<file path="config.mk">
export PLATFORM = sky130hd
export DESIGN_NAME = rgblab_out
export DESIGN_NICKNAME = d
export VERILOG_FILES = /design/src/rtl/rgblab_pkg.sv /design/src/rtl/rgblab_out.sv
export SDC_FILE = /design/constraint.sdc
export NUM_CORES = 1
export LEC_CHECK = 0
export ABC_CLOCK_PERIOD_IN_PS = 6000
export BUFFER_PORTS_ARGS = -buffer_cell sky130_fd_sc_hd__buf_2
export CAP_MARGIN = 20
export CORE_MARGIN = 2
export CORE_UTILIZATION = 43
export DETAILED_ROUTE_END_ITERATION = 6
export GPL_TIMING_DRIVEN = 0
export MAX_ROUTING_LAYER = met4
export SLEW_MARGIN = 20
export SYNTH_ARGS = -nofsm -noshare
export SYNTH_HDL_FRONTEND = slang
export SYNTH_SLANG_ARGS = --single-unit
</file>
<file path="constraint.sdc">
create_clock -name clk -period 6 [get_ports clk]
set_input_delay 0.3 -clock clk [delete_from_list [all_inputs] [get_ports clk]]
set_output_delay 0.3 -clock clk [all_outputs]
set_load 0.03 [all_outputs]
</file>
<file path="src/rtl/rgblab_pkg.sv">
// Shared constants, types and the linearization table of the RGB to CIELAB converter.
package rgblab_pkg;

  localparam int PIX_W = 8;
  localparam int LIN_W = 17;
  localparam int NORM_W = 17;
  localparam int COEF_W = 24;
  localparam int PROD_W = 40;
  localparam int SUM_W = 40;
  localparam int MIX_SHIFT = 14;

  localparam int CDIV_LAT = 3;
  localparam int MIX_LAT = 3 + CDIV_LAT;

  localparam int F_W = 21;
  localparam int CBRT_LAT = F_W;
  localparam int CBRT_PRESHIFT = 44;
  localparam int FMAP_LAT = CBRT_LAT + 1;

  localparam int KNEE_W = 10;
  localparam int F_KNEE = 14155776 / 24389;
  localparam int F_SLOPE = 24389 * 16;
  localparam int F_OFFSET = 432 * (1 << 20);
  localparam int F_DIV = 3132;
  localparam int LINF_N_W = 30;
  localparam int LINF_Q_W = 19;
  localparam int LIN_PAD = CBRT_LAT - 1 - CDIV_LAT;

  localparam int OUT_LAT = 2;
  localparam int PIPE_LAT = MIX_LAT + FMAP_LAT + OUT_LAT;

  localparam int DEFAULT_FRAC_BITS = 8;
  localparam int RND_SHIFT = 20;
  localparam int L_GAIN = 116;
  localparam int L_OFFSET = 16 * (1 << 20);
  localparam int A_GAIN = 500;
  localparam int B_GAIN = 200;
  localparam int LAB_L_W = 15;
  localparam int LAB_AX_W = 16;
  localparam int AX_LIMIT = 32767;

  localparam logic [COEF_W-1:0] MIX_COEF [3][3] = '{
    '{24'd4124564, 24'd3575761, 24'd1804375},
    '{24'd2126729, 24'd7151522, 24'd721750},
    '{24'd193339, 24'd1191920, 24'd9503041}
  };
  localparam longint unsigned MIX_DIV [3] = '{64'd9504500, 64'd10000000, 64'd10889170};
  localparam logic [SUM_W-1:0] MIX_HALF [3] = '{
    SUM_W'(64'd9504500 / 2), SUM_W'(64'd10000000 / 2), SUM_W'(64'd10889170 / 2)
  };

  typedef logic [LIN_W-1:0] lin_table_t [256];

  function automatic lin_table_t build_lin_table();
    lin_table_t tbl;
    real x;
    for (int i = 0; i < 256; i++) begin
      x = real'(i) / 255.0;
      tbl[i] = LIN_W'($rtoi(65536.0 * (x ** 2.2) + 0.5));
    end
    return tbl;
  endfunction

  localparam lin_table_t LIN_TABLE = build_lin_table();

  typedef struct packed {
    logic [LAB_L_W-1:0] lightness;
    logic signed [LAB_AX_W-1:0] green_red_axis;
    logic signed [LAB_AX_W-1:0] blue_yellow_axis;
  } lab_t;

endpackage

</file>
<file path="src/rtl/rgblab_out.sv">
// Forms L*, a*, b* from the f values, then rounds and saturates them.
module rgblab_out
  import rgblab_pkg::*;
#(
  parameter int FRAC_BITS = DEFAULT_FRAC_BITS
) (
  input  logic           clk,
  input  logic           en,
  input  logic [F_W-1:0] fx,
  input  logic [F_W-1:0] fy,
  input  logic [F_W-1:0] fz,
  output lab_t           lab_q
);
  localparam int PW = 32;
  localparam int RW = PW + FRAC_BITS;
  localparam int L_FULL = 100 << FRAC_BITS;
  localparam int L_TOP = (L_FULL > 32767) ? 32767 : L_FULL;
  localparam logic signed [RW-1:0] HALF = RW'(longint'(1) << (RND_SHIFT - 1));
  localparam logic signed [RW-1:0] L_MAX = RW'(L_TOP);
  localparam logic signed [RW-1:0] AX_MAX = RW'(AX_LIMIT);
  localparam logic signed [RW-1:0] AX_MIN = RW'(-AX_LIMIT - 1);

  logic signed [PW-1:0] sx, sy, sz;
  logic signed [PW-1:0] l_p, a_p, b_p;
  logic signed [RW-1:0] l_r, a_r, b_r;
  lab_t lab_next;

  assign sx = PW'(fx);
  assign sy = PW'(fy);
  assign sz = PW'(fz);

  assign l_r = ((RW'(l_p) <<< FRAC_BITS) + HALF) >>> RND_SHIFT;
  assign a_r = ((RW'(a_p) <<< FRAC_BITS) + HALF) >>> RND_SHIFT;
  assign b_r = ((RW'(b_p) <<< FRAC_BITS) + HALF) >>> RND_SHIFT;

  always_comb begin
    if (l_r[RW-1]) begin
      lab_next.lightness = '0;
    end else if (l_r > L_MAX) begin
      lab_next.lightness = LAB_L_W'(L_TOP);
    end else begin
      lab_next.lightness = l_r[LAB_L_W-1:0];
    end
    if (a_r < AX_MIN) begin
      lab_next.green_red_axis = LAB_AX_W'(AX_MIN);
    end else if (a_r > AX_MAX) begin
      lab_next.green_red_axis = LAB_AX_W'(AX_MAX);
    end else begin
      lab_next.green_red_axis = LAB_AX_W'(a_r);
    end
    if (b_r < AX_MIN) begin
      lab_next.blue_yellow_axis = LAB_AX_W'(AX_MIN);
    end else if (b_r > AX_MAX) begin
      lab_next.blue_yellow_axis = LAB_AX_W'(AX_MAX);
    end else begin
      lab_next.blue_yellow_axis = LAB_AX_W'(b_r);
    end
  end

  always_ff @(posedge clk) begin
    if (en) begin
      l_p <= sy * PW'(L_GAIN) - PW'(L_OFFSET);
      a_p <= (sx - sy) * PW'(A_GAIN);
      b_p <= (sy - sz) * PW'(B_GAIN);
      lab_q <= lab_next;
    end
  end
endmodule

</file>
==> reports/qor.tcl <==
set qor(status) {finished clean}
set qor(synthMostInstantiatedCell) {inv_1}
set qor(grt_setup_unrepaired) {true}
set qor(reg_area_um2) 3180
set qor(routed_wl_um) 29600
set qor(yosysSeqAreaShare_pct) 21.5
set qor(yosys_warnings) 0
set qor(synthFlopType) {edfxtp_1}
set qor(routabilityCongestion) 0.862
set qor(die_w_um) 190
set qor(path_common_cell) {inv_2}
set qor(timing.hold.worst_path_depth) 1
set qor(achievable-frequency_mhz) 168
set qor(post_synth.cell_area_avg_um2) 9.31
set qor(wl_per_cell_um) 13.4
set qor(netlist.top_cell.by_area) {edfxtp_1}
set qor(hpwl_um) 24600
set qor(asyncSetResetFlopFracSynth_pct) 0
set qor(critPathMaxStageDelay_ns) 0.54
set qor(design.die.area_um2) 36000
set qor(ranking_of_synthesized_cells_by_instance_count) {361 x inv_1, 219 x ha_1, 128 x fa_1}
set qor(floorplan.io_pins) 112
set qor(synth_cells) 1592
set qor(final_net_count) 2171
set qor(wire_length_of_the_first_global_routing_pass_um) 49800
set qor(timing.final.crit_share_pct) 99.4
set qor(design.core.area_um2) 33700
set qor(maxCapViolCount) 0
set qor(cp-startpoint) {fx[0]}
set qor(max_slew.worst_pin.slew_ns) 0.840
set qor(final_antenna_net_count) 0
set qor(multi_input_comb_area_um2) 10900
set qor(final_hold_viol_count) 0
set qor(synth.top_cell.area_share_pct) 21.5
set qor(synth_area_leaders) {edfxtp_1 21%, ha_1 18%, fa_1 17%}
set qor(largest_driver_fanout_on_the_critical_path) 4
set qor(route.detailed.vias_per_inst) 4.97
set qor(worst_r2r_startpoint) {b_p[11]}
set qor(cts.sinks) 106
set qor(clock_path_buffers) 2
set qor(drive_gt1_share_pct) 16.3
set qor(cts_htree_levels) 3
set qor(final.min_clock_period_ns) 5.96
set qor(syn-num-nets) 2004
set qor(overflow) 0
set qor(start_util_pct) 44.0
set qor(num_vias) 11000
set qor(ys_seq_elements) 106
set qor(timing.reg2reg.setup_slack_ns) 2.58
set qor(drcViolationCount) 0
set qor(n_fill_cell) 3174
set qor(regToRegEndpoint) {lab_q[3]}
set qor(holdCritStartpoint) {en}
set qor(critical_path.endpoint_type) {register}
set qor(clock_tree_from_tritoncts) {yes}
set qor(cp.arrival_ns) 6.08
set qor(ff2ff_path_depth) 10
set qor(worst_setup_path_start_kind) {primary input}
set qor(fp-row-count) 67
set qor(die_h_um) 190
set qor(initialDrtViolationCount) 471
set qor(crit_path_top_delay_cell) {fa_1}
set qor(antenna_found_initial) 0
set qor(area_growth_pct) 16.8
set qor(whs_ns) 0.301
set qor(grt_max_degree) 80
set qor(worst-setup-path-type) {in2reg}
set qor(groute.usage.overall_pct) 17.4
set qor(num_antenna_cells) 0
set qor(finish_stage_setup_viols) 0
set qor(later_pin_clock_latency_in_the_skew_report_ns) 0.37
set qor(relSlewSlack_pct) 43.5
set qor(clock-root-buffer) {clkbuf_16}
set qor(min_to) {a_p[11]}
set qor(timing.final.max_slew_violations) 0
set qor(worst-endpoint-required_ns) 6.12
set qor(drt-pass1-iter-count) 5
set qor(synthesis.area_um2) 14800
set qor(buffer_ports.inserted) 111
set qor(fin_worst_skew_ns) 0.0151
set qor(clkSlewWorstSetupHoldPaths_ns) 0.08
set qor(first_global_vias) 10400
set qor(synth.distinct_cells) 68
set qor(hold_path_class) {in2reg}
set qor(synth_enable_flop_cells) 106
set qor(numCtsBuffers) 9
## layer usage
| layer | vias up | track usage, % | wire length, µm |
|---|---|---|---|
| met5 | - | - | 0 |
| met4 | 0 | 3.91 | 391 |
| met3 | 14 | 2.05 | 831 |
| met2 | 147 | 26.4 | 13300 |
| met1 | 5196 | 24.9 | 15100 |
| li1 | 5643 | - | - |
## repair_timing
item                                   in CTS  in global routing
setup endpoints to repair                  21                 18
setup buffers                              15                 32
pin swaps                                  20                 34
gates resized for setup                    46                 58
hold buffers                                0                  0
endpoints found under the hold margin       0                  0
## placed cells by master (no fill, tap or decap), types with 6 or more instances in the layout
master and instances:
ha_1 202, nor3_1 21, o21a_1 11, and2_1 11, ha_4 14, o21ai_1 6, clkbuf_16 9, buf_4 45
clkbuf_1 7, xnor2_1 84, xor2_1 55, nand2b_1 16, a21oi_1 69, and3_1 20, inv_2 12, a21o_1 26
nand4_1 15, buf_2 103, buf_6 7, fa_1 126, or3_1 9, xnor2_4 6, nand3_1 38, nor2_1 75
nand2_1 82, o21bai_1 9, a31oi_1 17, edfxtp_1 106, nor2b_1 13, o21ai_2 6, a21oi_2 11, o21ai_0 47
inv_1 348
## final cells by class
class | count | share of cell area, %
inverters | 361 | 7.90
clock inverters | 6 | 0.282
repair buffers | 159 | 5.79
flip-flops and latches | 106 | 18.4
plain buffers | 7 | 0.173
multi-input cells | 1115 | 62.9
well taps | 448 | 3.24
clock buffers | 10 | 1.32
## logic make-up after synthesis
kind of cell | Yosys count | synth area share [%]
multiplexers | 5 | 0.346
buffers and inverters | 371 | 9.42
XOR/XNOR | 157 | 9.58
flip-flops | 106 | 21.5
AND/OR/NAND/NOR | 338 | 11.3
AO/OA/AOI/OAI | 263 | 11.7
adder cells (fa/ha/maj) | 352 | 36.1
## state kept, by name (all words and copies together) (netlist names)
signal and count:
a_p 21, l_p 18, b_p 20, lab_q 47
## critical path: cells and delay by family
kind / cells / cell delay [ns]
adder cells (fa/ha/maj): 7 / 2.51
AO/OA/AOI/OAI: 10 / 1.85
buffers and inverters: 9 / 0.72
AND/OR/NAND/NOR: 4 / 0.43
multiplexers: 2 / 0.23
## worst max path at each step
stage / endpoint / slack (ns) / cells after the start
2_1_floorplan: a_p[31] / -0.11 / 28
3_3_place_gp: a_p[31] / -1.07 / 28
3_5_place_dp: a_p[31] / -1.16 / 28
4_1_cts: a_p[31] / -0.02 / 29
5_1_grt: a_p[31] / -0.22 / 32
6_report: a_p[31] / 0.04 / 32
## metrics by stage
| stage | cells | utilization (%) | TNS [ns] | area, µm² | worst slack, ns |
|---|---|---|---|---|---|
| finish | 2212 | 51.4 | 0 | 17300 | 0.0360 |
| global placement | 2151 | 47.9 | -15.05 | 16100 | -1.07 |
| global route | 2212 | 51.4 | -0.989 | 17300 | -0.223 |
| CTS | 2182 | 50.0 | -0.0216 | 16800 | -0.0216 |
| detailed placement | 2152 | 48.0 | -16.17 | 16200 | -1.16 |
| floorplan | 1592 | - | -0.113 | 15000 | -0.112 |
Power is left out: the tool's default activity adds up to more than one toggle a clock period on the data nets, which glitch-free logic cannot reach.
